`config.mk`:
```
export PLATFORM = sky130hd
export DESIGN_NAME = gneg_ctrl
export DESIGN_NICKNAME = d
export VERILOG_FILES = /design/src/hdl/gneg_pkg.sv /design/src/hdl/gneg_ctrl.sv
export SDC_FILE = /design/constraint.sdc
export NUM_CORES = 1
export LEC_CHECK = 0
export BUFFER_PORTS_ARGS = -buffer_cell sky130_fd_sc_hd__buf_2
export CORE_AREA = 2 2 39 41
export CTS_BUF_LIST = sky130_fd_sc_hd__clkbuf_16
export DETAILED_ROUTE_END_ITERATION = 6
export DIE_AREA = 0 0 41 43
export HOLD_SLACK_MARGIN = 0.08
export PLACE_DENSITY = 0.7
export SYNTH_ARGS = -nofsm -noshare
export SYNTH_HDL_FRONTEND = slang
export SYNTH_SLANG_ARGS = --single-unit
export TNS_END_PERCENT = 30
```
`constraint.sdc`:
```
create_clock -name clk -period 1.7 [get_ports clk]
set_clock_uncertainty 0.2 [all_clocks]
set_input_delay 0.34 -clock clk [delete_from_list [all_inputs] [get_ports clk]]
set_output_delay 0.34 -clock clk [all_outputs]
set_load 0.02 [all_outputs]
```
`src/hdl/gneg_pkg.sv`:
```
// Shared types and constants for the grid neighbour edge generator.
// No dependencies; imported by every module of the block.
package gneg_pkg;

    // Field widths
    localparam int INDEX_W = 16;
    localparam int DIM_W   = 9;
    localparam int GREY_W  = 8;
    localparam int COST_W  = 10;

    // Map dimension limit and neighbour count
    localparam logic [DIM_W-1:0] DIM_MAX = 9'd256;
    localparam int NB_COUNT = 8;
    localparam int NB_CNT_W = 4;

    // Neighbour order: straight moves first, then diagonals
    localparam logic [2:0] NB_LEFT       = 3'd0;
    localparam logic [2:0] NB_RIGHT      = 3'd1;
    localparam logic [2:0] NB_UP         = 3'd2;
    localparam logic [2:0] NB_DOWN       = 3'd3;
    localparam logic [2:0] NB_UP_LEFT    = 3'd4;
    localparam logic [2:0] NB_UP_RIGHT   = 3'd5;
    localparam logic [2:0] NB_DOWN_LEFT  = 3'd6;
    localparam logic [2:0] NB_DOWN_RIGHT = 3'd7;

    // Configuration register indexes
    localparam logic [1:0] REG_MAP_WIDTH  = 2'd0;
    localparam logic [1:0] REG_MAP_HEIGHT = 2'd1;

    // Request kinds
    localparam logic KIND_WRITE = 1'b0;
    localparam logic KIND_QUERY = 1'b1;

    typedef struct packed {
        logic               kind;
        logic [INDEX_W-1:0] cell_index;
        logic [GREY_W-1:0]  pixel_value;
    } req_t;

    typedef struct packed {
        logic [INDEX_W-1:0] neighbor_index;
        logic [COST_W-1:0]  edge_cost;
        logic               no_edge;
        logic               last;
    } rsp_t;

    // Controller to datapath
    typedef struct packed {
        logic       load;
        logic       write;
        logic       div_start;
        logic       issue;
        logic [2:0] nb_sel;
        logic       flush;
    } ctrl_cmd_t;

    // Datapath to controller
    typedef struct packed {
        logic in_map;
        logic div_done;
    } dp_status_t;

endpackage

```
`src/hdl/gneg_ctrl.sv`:
```
// Controller: sequences range check, divide, neighbour scan and final result.
// Depends on gneg_pkg.
module gneg_ctrl
    import gneg_pkg::*;
(
    input  logic       clk,
    input  logic       rst_n,
    input  logic       start,
    input  logic       kind,
    output logic       busy,
    output ctrl_cmd_t  cmd,
    input  dp_status_t status
);

    localparam logic [2:0] S_IDLE  = 3'd0;
    localparam logic [2:0] S_RANGE = 3'd1;
    localparam logic [2:0] S_DIV   = 3'd2;
    localparam logic [2:0] S_SCAN  = 3'd3;
    localparam logic [2:0] S_FLUSH = 3'd4;

    logic [2:0]          state_reg, state_next;
    logic [NB_CNT_W-1:0] k_reg, k_next;

    // Next state and commands
    always_comb
    begin
        state_next = state_reg;
        k_next     = k_reg;
        cmd        = '0;
        cmd.nb_sel = k_reg[2:0];
        unique case (state_reg)
            S_IDLE:
            begin
                if (start)
                begin
                    if (kind == KIND_QUERY)
                    begin
                        cmd.load   = 1'b1;
                        state_next = S_RANGE;
                    end
                    else
                        cmd.write = 1'b1;
                end
            end
            S_RANGE:
            begin
                if (status.in_map)
                begin
                    cmd.div_start = 1'b1;
                    state_next    = S_DIV;
                end
                else
                    state_next = S_FLUSH;
            end
            S_DIV:
            begin
                k_next = '0;
                if (status.div_done)
                    state_next = S_SCAN;
            end
            S_SCAN:
            begin
                if (k_reg == NB_CNT_W'(NB_COUNT))
                    state_next = S_FLUSH;
                else
                begin
                    cmd.issue = 1'b1;
                    k_next    = k_reg + 1'b1;
                end
            end
            S_FLUSH:
            begin
                cmd.flush  = 1'b1;
                state_next = S_IDLE;
            end
            default:
                state_next = S_IDLE;
        endcase
    end

    always_ff @(posedge clk or negedge rst_n)
    begin
        if (!rst_n)
        begin
            state_reg <= S_IDLE;
            k_reg     <= '0;
        end
        else
        begin
            state_reg <= state_next;
            k_reg     <= k_next;
        end
    end

    assign busy = state_reg != S_IDLE;

endmodule

```
**Word-level counts from Yosys, hierarchy flattened**

Cells that the tools add are included.

- Flip-flop bits (word level): 7
- Logic and storage cells: 35

- $add $sub $neg: 1
- Equal/unequal tests: 10
- Muxes and demuxes: 17
- Reduce and logical (&&, ||, !) cells: 5

Operators by type and width:

| cell | number |
|---|---|
| $mux W3 | 5 |
| $pmux W3 S4 | 1 |
| $ne A2 B2 Y1 const B | 5 |
| $pmux W4 S2 | 1 |
| $mux W1 | 7 |
| $eq A3 B2 Y1 const B | 2 |
| $add A4 B1 Y4 const B | 1 |
| $eq A4 B4 Y1 const B | 1 |
| $mux W2 | 2 |
| $mux W4 | 1 |
| $reduce_and A4 Y1 | 1 |
| $eq A3 B1 Y1 const B | 1 |
| $eq A3 B3 Y1 const B | 1 |
| $logic_not A3 Y1 | 1 |
| $reduce_bool A3 Y1 | 1 |
| $reduce_and A2 Y1 | 1 |
| $reduce_bool A2 Y1 | 1 |

**Logic depth before layout (Yosys ltp)**

Gate-level depths: netlist of run 1.

- Depth in word-level cells: 3
- Mapped depth: 6

**Worst setup path after synthesis of run 1**

Ideal clock, no wire load.

- Path kind: reg-to-reg
- Start point: register k_reg[0]
- End point: register k_reg[0]
- Library setup time: 0.125 ns
- Arrival time: 1.299 ns
- Required time: 1.375 ns
- Slack: 0.077 ns
- Cell stages (with the launch flop): 7
- Path buffers: 1
- Cell sequence: dfrtp_1 inv_1 ha_1 nand3b_4 and3_1 buf_6 mux2_2

- Cells in the longest elaborated chain, start to end: 3
- Elaborated cells on any way between the ends: 6
- Those cells by class: 1 x add/sub; 2 x eq/ne; 2 x mux; 1 x reduce/logical

Ends and longest elaborated chain:

| element | RTL line | source |
|---|---|---|
| start, declared | gneg_ctrl.sv:22 | `logic [NB_CNT_W-1:0] k_reg, k_next;` |
| start signal, assigned | gneg_ctrl.sv:91 | `k_reg <= k_next;` |
| $add A4 B1 Y4 / $eq A4 B4 Y1 (equally long branches) | gneg_ctrl.sv:68, gneg_ctrl.sv:63 |  |
| $mux W4 / $ne A2 B2 Y1 (equally long branches) | - |  |
| $pmux W4 S2 / $reduce_and A2 Y1 (equally long branches) | - |  |

Several ways; a longest one is shown, not always the timed one. The select of a mux whose other input is x is not followed.
A chain may end at the register's enable or synchronous reset.

==> results.toml, run 1 <==
[die]
ios = 15
floorplan.die_area_sq_um = 1760
fp-row-count = 14
die_height_um = 43
die_w_um = 41
initial_core_util = 0.326
core-area_sq_um = 1380

[yosys]
synth.yosys.warnings = 0
synth_largest_type_area_fraction = 0.388
synth.most_common_cell = "sky130_fd_sc_hd__dfrtp_1"
syn_area_per_cell_sq_um = 10.0
yosys.cell_types.count = 23
post_synth_main_area_contributors = "sky130_fd_sc_hd__dfrtp_1 (39%), sky130_fd_sc_hd__ha_1 (5.5%), sky130_fd_sc_hd__buf_4 (5.0%), sky130_fd_sc_hd__a22o_2 (4.4%), sky130_fd_sc_hd__nand3b_4 (4.4%)"
netlist_area_sq_um = 452
synth_sequential_area_ratio = 0.388
synth.top_cells.by_count = "sky130_fd_sc_hd__dfrtp_1 (7), sky130_fd_sc_hd__inv_1 (4), sky130_fd_sc_hd__nand2_1 (4)"
postSynthNetCount = 53
synth_edf_count = 0
synth_top_flop_cell = "sky130_fd_sc_hd__dfrtp_1"
netlist_instances = 45
ys_async_sr_fraction = 1.00
netlist.top_cell.by_area = "sky130_fd_sc_hd__dfrtp_1"
yosys_register_bits = 7

[hold_path]
worst_hold_path_type = "input port to flop"
hold_start = "status[1]"
holdPathStages = 3
hold-path-endpoint = "state_reg[2]"

[grt]
grt_max_degree = 8
grt_antenna_before_repair = 0
grt_pass1_wl_mm = 1.90
number_of_global_route_vias_before_repair = 409
globalRouteOverflowTotal = 0
gr-usage-all-layers = 0.175

[placed_design]
place_congestion = 0.684
place_ws_ns = 0.0357
post-dp-hpwl_um = 693
placement.cell_area_sq_um = 546
port-buffer-count = 14

[critical_path]
critical_path.n_buffers_inverters = 1
timing.critical_path.from_type = "flop"
worstPathCellList = "nor3_4 -> and3_4 -> buf_6"
r2r.worst_path.cells = 7
crit_path_max_incr_delay_ns = 0.43
crit_path_top_delay_cell = "sky130_fd_sc_hd__dfrtp_2"
worst-endpoint-arrival_ns = 1.27
critical_path.reg2reg.startpoint = "k_reg[1]"
regToRegSetupSlack_ns = 0.11
critPathRequiredTime_ns = 1.16
setup.worst_path.end_class = "output pin"
critical_path.max_fanout = 4
cpLargestDelayFamily = "simple AND/OR/NAND/NOR gates"
regToRegEndpoint = "state_reg[0]"
setup.worst_path.class = "flop to output pin"

[clocking]
htreeDepth = 1
clk_transition_reported_paths_ns = 0.04
clockRootBuffer = "sky130_fd_sc_hd__clkbuf_16"
cts_tree = "yes"
number_of_cts_inserted_buffers = 3
tritoncts_sinks = 7
clk-insertion-delay-late_ns = 0.23
clk_path_buf_depth = 2

[sta]
fmaxAchievable_mhz = 552
report.final.slew_viol_count = 0
min_period_ns = 1.81
setup_ws_ns = -0.112
worstMarginPinSlew_ns = 0.224
rsz0062_at_grt = "true"
setup_tns_ns = -0.362
worst_case_headroom_to_the_max_slew_limit = 0.849
final_min_period_over_clock_period = 1.07
finalHoldViolCount = 0
finalSetupViolations = 6

[finish]
largest_register_ff_count = 4
share_of_post_route_cells_with_drive_strength_above_1 = 0.618
stdcell_area_sq_um = 732
antenna_cells_inserted = 0
finish.net_count = 77
utilization = 0.529
regArea_sq_um = 178
footprint_of_the_multi_input_gates_sq_um = 277
areaGrowthSynthToFinish_pct = 62.0
fill_cells = 121

[detailed_routing]
postRouteWirelength_mm = 1.31
via_count = 402
drtPass1Iterations = 4
drc = 0
routed_via_density = 4.79
detail_route.iter0.violations = 9
drt-wirelength-per-cell_um = 15.5
drt.antenna.violating_nets = 0

[pwr]
power-per-cell-area_nw_per_um2 = 1920
maximum_vdd_drop_uv = 592
leakagePower_nw = 0.372
overall_power_of_the_completed_layout_mw = 1.41

[outcome]
violations = "negative setup slack"
status = "finished, violations left"

[flow_run]
cap_viol_max_count = 0
-- kinds of logic after synthesis --
group,after synthesis,synth area share
buffers and inverters,8,0.108
adders and majority gates,2,0.0554
AOI/OAI and AO/OA,7,0.147
DFF,7,0.388
xor gates and xnor gates,1,0.0194
muxes,1,0.0249
and+or+nand+nor,19,0.258
-- cells in the final DEF, fill, tap and decap left out, types with 2 or more instances in the layout --
| cell type | n |
|---|---|
| sky130_fd_sc_hd__o21ai_0 | 2 |
| sky130_fd_sc_hd__buf_2 | 9 |
| sky130_fd_sc_hd__inv_1 | 2 |
| sky130_fd_sc_hd__inv_2 | 3 |
| sky130_fd_sc_hd__clkbuf_16 | 3 |
| sky130_fd_sc_hd__a22o_2 | 2 |
| sky130_fd_sc_hd__nor2_1 | 2 |
| sky130_fd_sc_hd__nand2_1 | 4 |
| sky130_fd_sc_hd__dfrtp_2 | 2 |
| sky130_fd_sc_hd__buf_4 | 10 |
| sky130_fd_sc_hd__buf_6 | 3 |
| sky130_fd_sc_hd__nor2b_1 | 2 |
| sky130_fd_sc_hd__dfrtp_1 | 5 |
| sky130_fd_sc_hd__and3_4 | 2 |
| sky130_fd_sc_hd__nand2b_1 | 2 |
-- power breakdown --
| part | internal [mW] | total [mW] | switching (mW) | leakage [nW] |
|---|---|---|---|---|
| logic | 0.357 | 0.713 | 0.357 | 0.239 |
| registers | 0.223 | 0.289 | 0.0661 | 0.0905 |
| clock network | 0.307 | 0.405 | 0.0981 | 0.0423 |
| total | 0.887 | 1.41 | 0.521 | 0.372 |
-- what timing repair did --
action,CTS,global route
buffers inserted,3,0
gates resized for setup,15,8
pin swaps,4,1
hold buffers,1,0
cloned,0,0
setup endpoints to repair,6,9
hold endpoints to repair,7,0
-- final cells by class --
class,count,share of cell area
Clock buffer,3,0.103
Clock inverter,1,0.00513
Inverter,4,0.0205
Multi-Input combinational cell,30,0.378
Sequential cell,7,0.243
Tap cell,16,0.0274
Timing Repair Buffer,23,0.224
-- worst max-delay path by stage --
stage	startpoint	end	slack, ns	depth (start not counted)
6_report	state_reg[2]	cmd[7]	-0.11	3
5_1_grt	state_reg[2]	cmd[7]	-0.14	3
4_1_cts	state_reg[2]	cmd[7]	-0.07	3
3_5_place_dp	k_reg[1]	cmd[4]	0.04	5
3_3_place_gp	k_reg[0]	cmd[4]	0.09	5
2_1_floorplan	k_reg[0]	k_reg[0]	0.08	6
-- through the flow --
step | hold slack [ns] | std cells
detailed placement | -0.0148 | 76
global placement | -0.0177 | 76
global route | 0.231 | 84
floorplan | -0.156 | 45
finish | 0.214 | 84
CTS | 0.205 | 84
-- tightest hold or removal path, delay by kind of cell --
kind          cells  cell delay, ns
buf+inv           1            0.08
simple gates      2            0.19
-- metal layers --
metal	vias up	wire length, um	GRT usage
met5	-	0	0
met4	0	36	0.140
met3	4	31	0
met2	10	735	0.297
met1	194	503	0.188
li1	194	-	-
No activity file was read; power rests on OpenSTA's default activity.
==> run 2, diff against run 1 <==
==> constraint.sdc (replaced) <==
create_clock -name clk -period 1.7 [get_ports clk]
set_clock_uncertainty 0.2 [all_clocks]
set_input_delay 0 -clock clk [delete_from_list [all_inputs] [get_ports clk]]
set_output_delay 0 -clock clk [all_outputs]
set_load 0.02 [all_outputs]
==> run 2 against run 1 <==
Net effect: the flow now finishes without violations; critical path depth increased by 2; first-iteration DRC count up 11%; global-route usage is 2.0 points lower; non-clock buffer count down 3; via count grew 1.0%; clock power fell by 3%; sequential power grew 4%; worst hold slack worse by 0.15 ns; worst setup slack improved by 0.16 ns; critical path type unchanged; largest cell class unchanged.
==> results.toml, run 2 (synthesized netlist as in run 1, its figures left out) <==
[outcome]
status = "finished, final reports clean"

[detailed_routing]
drtPass1Iterations = 2
drt-wirelength-per-cell_um = 13.4
drc = 0
via_count = 406
postRouteWirelength_mm = 1.09
detail_route.iter0.violations = 10
routed_via_density = 5.01
drt.antenna.violating_nets = 0

[die]
die_w_um = 41
core-area_sq_um = 1380
floorplan.die_area_sq_um = 1760
ios = 15
fp-row-count = 14
initial_core_util = 0.326
die_height_um = 43

[sta]
fmaxAchievable_mhz = 606
finalSetupViolations = 0
worst_case_headroom_to_the_max_slew_limit = 0.750
rsz0062_at_grt = "true"
report.final.slew_viol_count = 0
final_min_period_over_clock_period = 0.971
worstMarginPinSlew_ns = 0.374
finalHoldViolCount = 0
min_period_ns = 1.65

[placed_design]
place_congestion = 0.633
post-dp-hpwl_um = 684
placement.cell_area_sq_um = 515
port-buffer-count = 14

[clocking]
tritoncts_sinks = 7
clk_transition_reported_paths_ns = 0.03
clk_path_buf_depth = 2
clk-insertion-delay-late_ns = 0.23
clockRootBuffer = "sky130_fd_sc_hd__clkbuf_16"
post-cts-setup-buffers = 0
htreeDepth = 1
cts_tree = "yes"
number_of_cts_inserted_buffers = 3

[finish]
layout.cells.most_common = "sky130_fd_sc_hd__buf_2"
most_used_cells_in_the_layout_excluding_fill_and_tap_cells = "sky130_fd_sc_hd__buf_2 (13), sky130_fd_sc_hd__dfrtp_1 (6), sky130_fd_sc_hd__inv_1 (5), sky130_fd_sc_hd__dlygate4sd3_1 (5)"
areaGrowthSynthToFinish_pct = 45.4
largest_register_ff_count = 4
stdcell_area_sq_um = 657
antenna_cells_inserted = 0
share_of_post_route_cells_with_drive_strength_above_1 = 0.431
finish.net_count = 74

[grt]
globalRouteOverflowTotal = 0
number_of_global_route_vias_before_repair = 406
grt_pass1_wl_mm = 1.72
grt_max_degree = 8
gr-usage-all-layers = 0.155
grt_antenna_before_repair = 0

[pwr]
maximum_vdd_drop_uv = 528
power-per-cell-area_nw_per_um2 = 1760
leakagePower_nw = 0.340
overall_power_of_the_completed_layout_mw = 1.16

[critical_path]
timing.critical_path.from_type = "flop"
critical_path.max_fanout = 6
critPathRequiredTime_ns = 1.50
setup.worst_path.class = "flop to output pin"
critical_path.reg2reg.startpoint = "k_reg[1]"
setup.worst_path.end_class = "output pin"
worst-endpoint-arrival_ns = 1.45
critPathLaunch = "k_reg[1]"

[flow_run]
cap_viol_max_count = 0

[hold_path]
worst_hold_path_type = "input port to flop"
hold_start = "start"
## run 2: changes by cell type in the layout (fill, tap and decap cells not counted), moves of 3 or more
cell and delta:
sky130_fd_sc_hd__buf_4 -8, sky130_fd_sc_hd__buf_2 +4, sky130_fd_sc_hd__dlygate4sd3_1 +4, sky130_fd_sc_hd__buf_6 -3, sky130_fd_sc_hd__inv_1 +3, sky130_fd_sc_hd__inv_2 -3
## run 2: worst paths after layout
path / to / slack [ns] / cells past startpoint
max: cmd[4] / 0.05 / 5
min: state_reg[0] / 0.07 / 4
max reg2reg: k_reg[0] / 0.06 / 5
min reg2reg: k_reg[2] / 0.37 / 1
max in group asynchronous: state_reg[1] / 0.45 / 3
min in group asynchronous: state_reg[2] / 0.56 / 3
## run 2: what timing repair did
item,in CTS,in global routing
resized for setup,1,4
hold buffers,6,0
cloned,0,0
setup endpoints to repair,1,3
endpoints found under the hold margin,10,0
## run 2: metal layers
layer  vias to the layer above  part of all wire  global-route usage
li1                        192                 -                   -
met1                       198              0.40               0.150
met2                        11              0.52               0.253
met3                         5             0.037              0.0471
met4                         0             0.034               0.120
met5                         -                 0                   0
## run 2: power breakdown
| part | internal (mW) | total [mW] | switching [mW] |
|---|---|---|---|
| sequential | 0.222 | 0.302 | 0.0803 |
| combinational | 0.208 | 0.463 | 0.255 |
| clock | 0.305 | 0.391 | 0.0853 |
## run 2: layout make-up
type                    instances  area, sq um
inverters                       4         15.0
multi-input cells              30          236
flip-flops and latches          7          176
fillers                       125          727
repair buffers                 20          130
clock inverters                 1         3.75
clock buffers                   3         75.1
well taps                      16         20.0
## run 2: stage by stage
step / utilization / setup WS (ns) / setup TNS, ns / std cells / hold slack, ns
after floorplan: - / 0.0767 / 0 / 45 / -0.496
final: 0.475 / 0.0497 / 0 / 81 / 0.0666
after global routing: 0.475 / -0.00683 / -0.00683 / 81 / 0.101
after detailed placement: 0.373 / 0.0654 / 0 / 72 / -0.352
after CTS: 0.474 / 0.0422 / 0 / 82 / 0.141
after global placement: 0.373 / 0.124 / 0 / 72 / -0.358
## run 2: critical path, stage by stage (launching register included)
cell and delay, ns:
sky130_fd_sc_hd__dfrtp_1 0.41, sky130_fd_sc_hd__inv_1 0.08, sky130_fd_sc_hd__ha_1 0.19, sky130_fd_sc_hd__nand3b_4 0.10, sky130_fd_sc_hd__and3_2 0.27, sky130_fd_sc_hd__buf_4 0.17
==> run 3, diff against run 2 <==
MAX_ROUTING_LAYER = met4   (was default)
SETUP_SLACK_MARGIN = 0.5   (was default)
TNS_END_PERCENT = 20   (was 30)
==> run 3 against run 2 <==
Net effect: clock power increased by 1%; via count increased by 0.25%; highest routed layer unchanged; worst hold slack got worse by 0.15 ns; largest power group unchanged; sequential cell count unchanged; the flow now finishes with violations (negative hold slack).
==> results.toml, run 3 (synthesized netlist as in run 1, its figures left out) <==
[critical_path]
critical_path.max_fanout = 6
worst-path-stages = 3
r2r.worst_path.cells = 5
crit_path_max_incr_delay_ns = 0.42
timing.critical_path.from_type = "flop"
worstPathCellList = "nor3_2 -> and3_1 -> buf_2"
crit_path_top_delay_cell = "sky130_fd_sc_hd__dfrtp_1"
regToRegSetupSlack_ns = 0.24
critical_path.n_buffers_inverters = 1
critPathRequiredTime_ns = 1.50
cpLargestDelayFamily = "simple AND/OR/NAND/NOR gates"
worst-endpoint-arrival_ns = 1.27
setup.worst_path.class = "flop to output pin"
setup.worst_path.end_class = "output pin"

[grt]
globalRouteOverflowTotal = 0
grt_util_met1 = 0.126
grt_max_degree = 8
globalRoute.busiestLayer = "met2"
met2_use_gr = 0.219
global_route.usage.met3 = 0.0471
grt_pass1_wl_mm = 1.55
grt_antenna_before_repair = 0
number_of_global_route_vias_before_repair = 379
gr-usage-all-layers = 0.137

[placed_design]
place_ws_ns = 0.125
port-buffer-count = 14
post-dp-hpwl_um = 703
place_congestion = 0.611

[sta]
final_min_period_over_clock_period = 0.863
rsz0062_at_grt = "true"
finalHoldViolCount = 1
report.final.slew_viol_count = 0
fmaxAchievable_mhz = 682
worstMarginPinSlew_ns = 0.247
min_period_ns = 1.47
setup_tns_ns = 0
finalSetupViolations = 0
whs_ns = -0.0847
setup_ws_ns = 0.233
worst_case_headroom_to_the_max_slew_limit = 0.834

[pwr]
power-per-cell-area_nw_per_um2 = 1790
maximum_vdd_drop_uv = 583
leakagePower_nw = 0.362

[finish]
share_of_post_route_cells_with_drive_strength_above_1 = 0.500
finish.net_count = 77
layout.cells.most_common = "sky130_fd_sc_hd__buf_2"
areaGrowthSynthToFinish_pct = 56.0
most_used_cells_in_the_layout_excluding_fill_and_tap_cells = "sky130_fd_sc_hd__buf_2 (13), sky130_fd_sc_hd__dfrtp_1 (6), sky130_fd_sc_hd__dlygate4sd3_1 (5), sky130_fd_sc_hd__nand2_1 (4), sky130_fd_sc_hd__buf_4 (4)"
utilization = 0.509
antenna_cells_inserted = 0
largest_register_ff_count = 4

[die]
core-area_sq_um = 1380
ios = 15
initial_core_util = 0.326
die_w_um = 41
fp-row-count = 14
floorplan.die_area_sq_um = 1760
die_height_um = 43

[clocking]
clk-insertion-delay-late_ns = 0.23
cts_tree = "yes"
clk_path_buf_depth = 2
htreeDepth = 1
tritoncts_sinks = 7
number_of_cts_inserted_buffers = 3
clk_transition_reported_paths_ns = 0.04
clockRootBuffer = "sky130_fd_sc_hd__clkbuf_16"
holdBufCountCts = 5

[detailed_routing]
routed_via_density = 4.85
drt.antenna.violating_nets = 0
via_count = 407
detail_route.iter0.violations = 6
drt-wirelength-per-cell_um = 13.1
postRouteWirelength_mm = 1.10
drc = 0
drtPass1Iterations = 3

[outcome]
violations = "negative hold slack"
status = "finished, violations left"

[hold_path]
holdPathStages = 3
worst_hold_path_type = "input port to flop"

[flow_run]
cap_viol_max_count = 0
==> run 3: cell type report <==
type / count / area [sq um]
Clock buffer: 3 / 75.1
Clock inverter: 1 / 3.75
Fill cell: 119 / 679
Inverter: 4 / 15.0
Multi-Input combinational cell: 30 / 258
Sequential cell: 7 / 176
Tap cell: 16 / 20.0
Timing Repair Buffer: 23 / 156
==> run 3: power by group <==
| part | total, mW | switching, mW | internal, mW |
|---|---|---|---|
| sequential | 0.292 | 0.0707 | 0.221 |
| combinational | 0.572 | 0.299 | 0.273 |
| clock | 0.396 | 0.0897 | 0.306 |
==> run 3: timing repair <==
item                                    4_1_cts  5_1_grt
pin swaps                                     1        2
endpoints found under the hold margin         9        1
gates resized for setup                       3        5
setup buffers                                 3        1
endpoints found under the setup margin       13       13
gates cloned                                  0        0
==> run 3: path summary, 6_finish.rpt <==
path	start	to
min	status[1]	state_reg[2]
max in group asynchronous	rst_n	state_reg[0]
max	state_reg[2]	cmd[7]
max reg2reg	k_reg[1]	k_reg[0]
min in group asynchronous	rst_n	k_reg[3]
min reg2reg	state_reg[2]	state_reg[2]
==> run 3: worst register-to-register path: stages (launching register included) <==
cell and delay (ns):
sky130_fd_sc_hd__dfrtp_1 0.38, sky130_fd_sc_hd__inv_2 0.08, sky130_fd_sc_hd__ha_4 0.14, sky130_fd_sc_hd__nand3b_4 0.07
sky130_fd_sc_hd__and3_4 0.21, sky130_fd_sc_hd__mux2_2 0.26
==> run 3: per-stage QoR <==
stage | instance area (sq um) | cells | total power [mW] | hold slack (ns)
final | 704 | 84 | 1.26 | -0.0847
after floorplan | 459 | 45 | 0.647 | -0.496
after CTS | 678 | 83 | 1.20 | -0.0864
after global placement | 515 | 71 | 0.723 | -0.355
after global routing | 704 | 84 | 1.33 | -0.0349
after detailed placement | 515 | 71 | 0.741 | -0.355
==> run 3: routing by layer <==
layer / wire [um] / vias to the layer above
met1: 441 / 198
met2: 599 / 12
met5: 0 / -
met4: 19 / 0
met3: 40 / 2
li1: - / 195
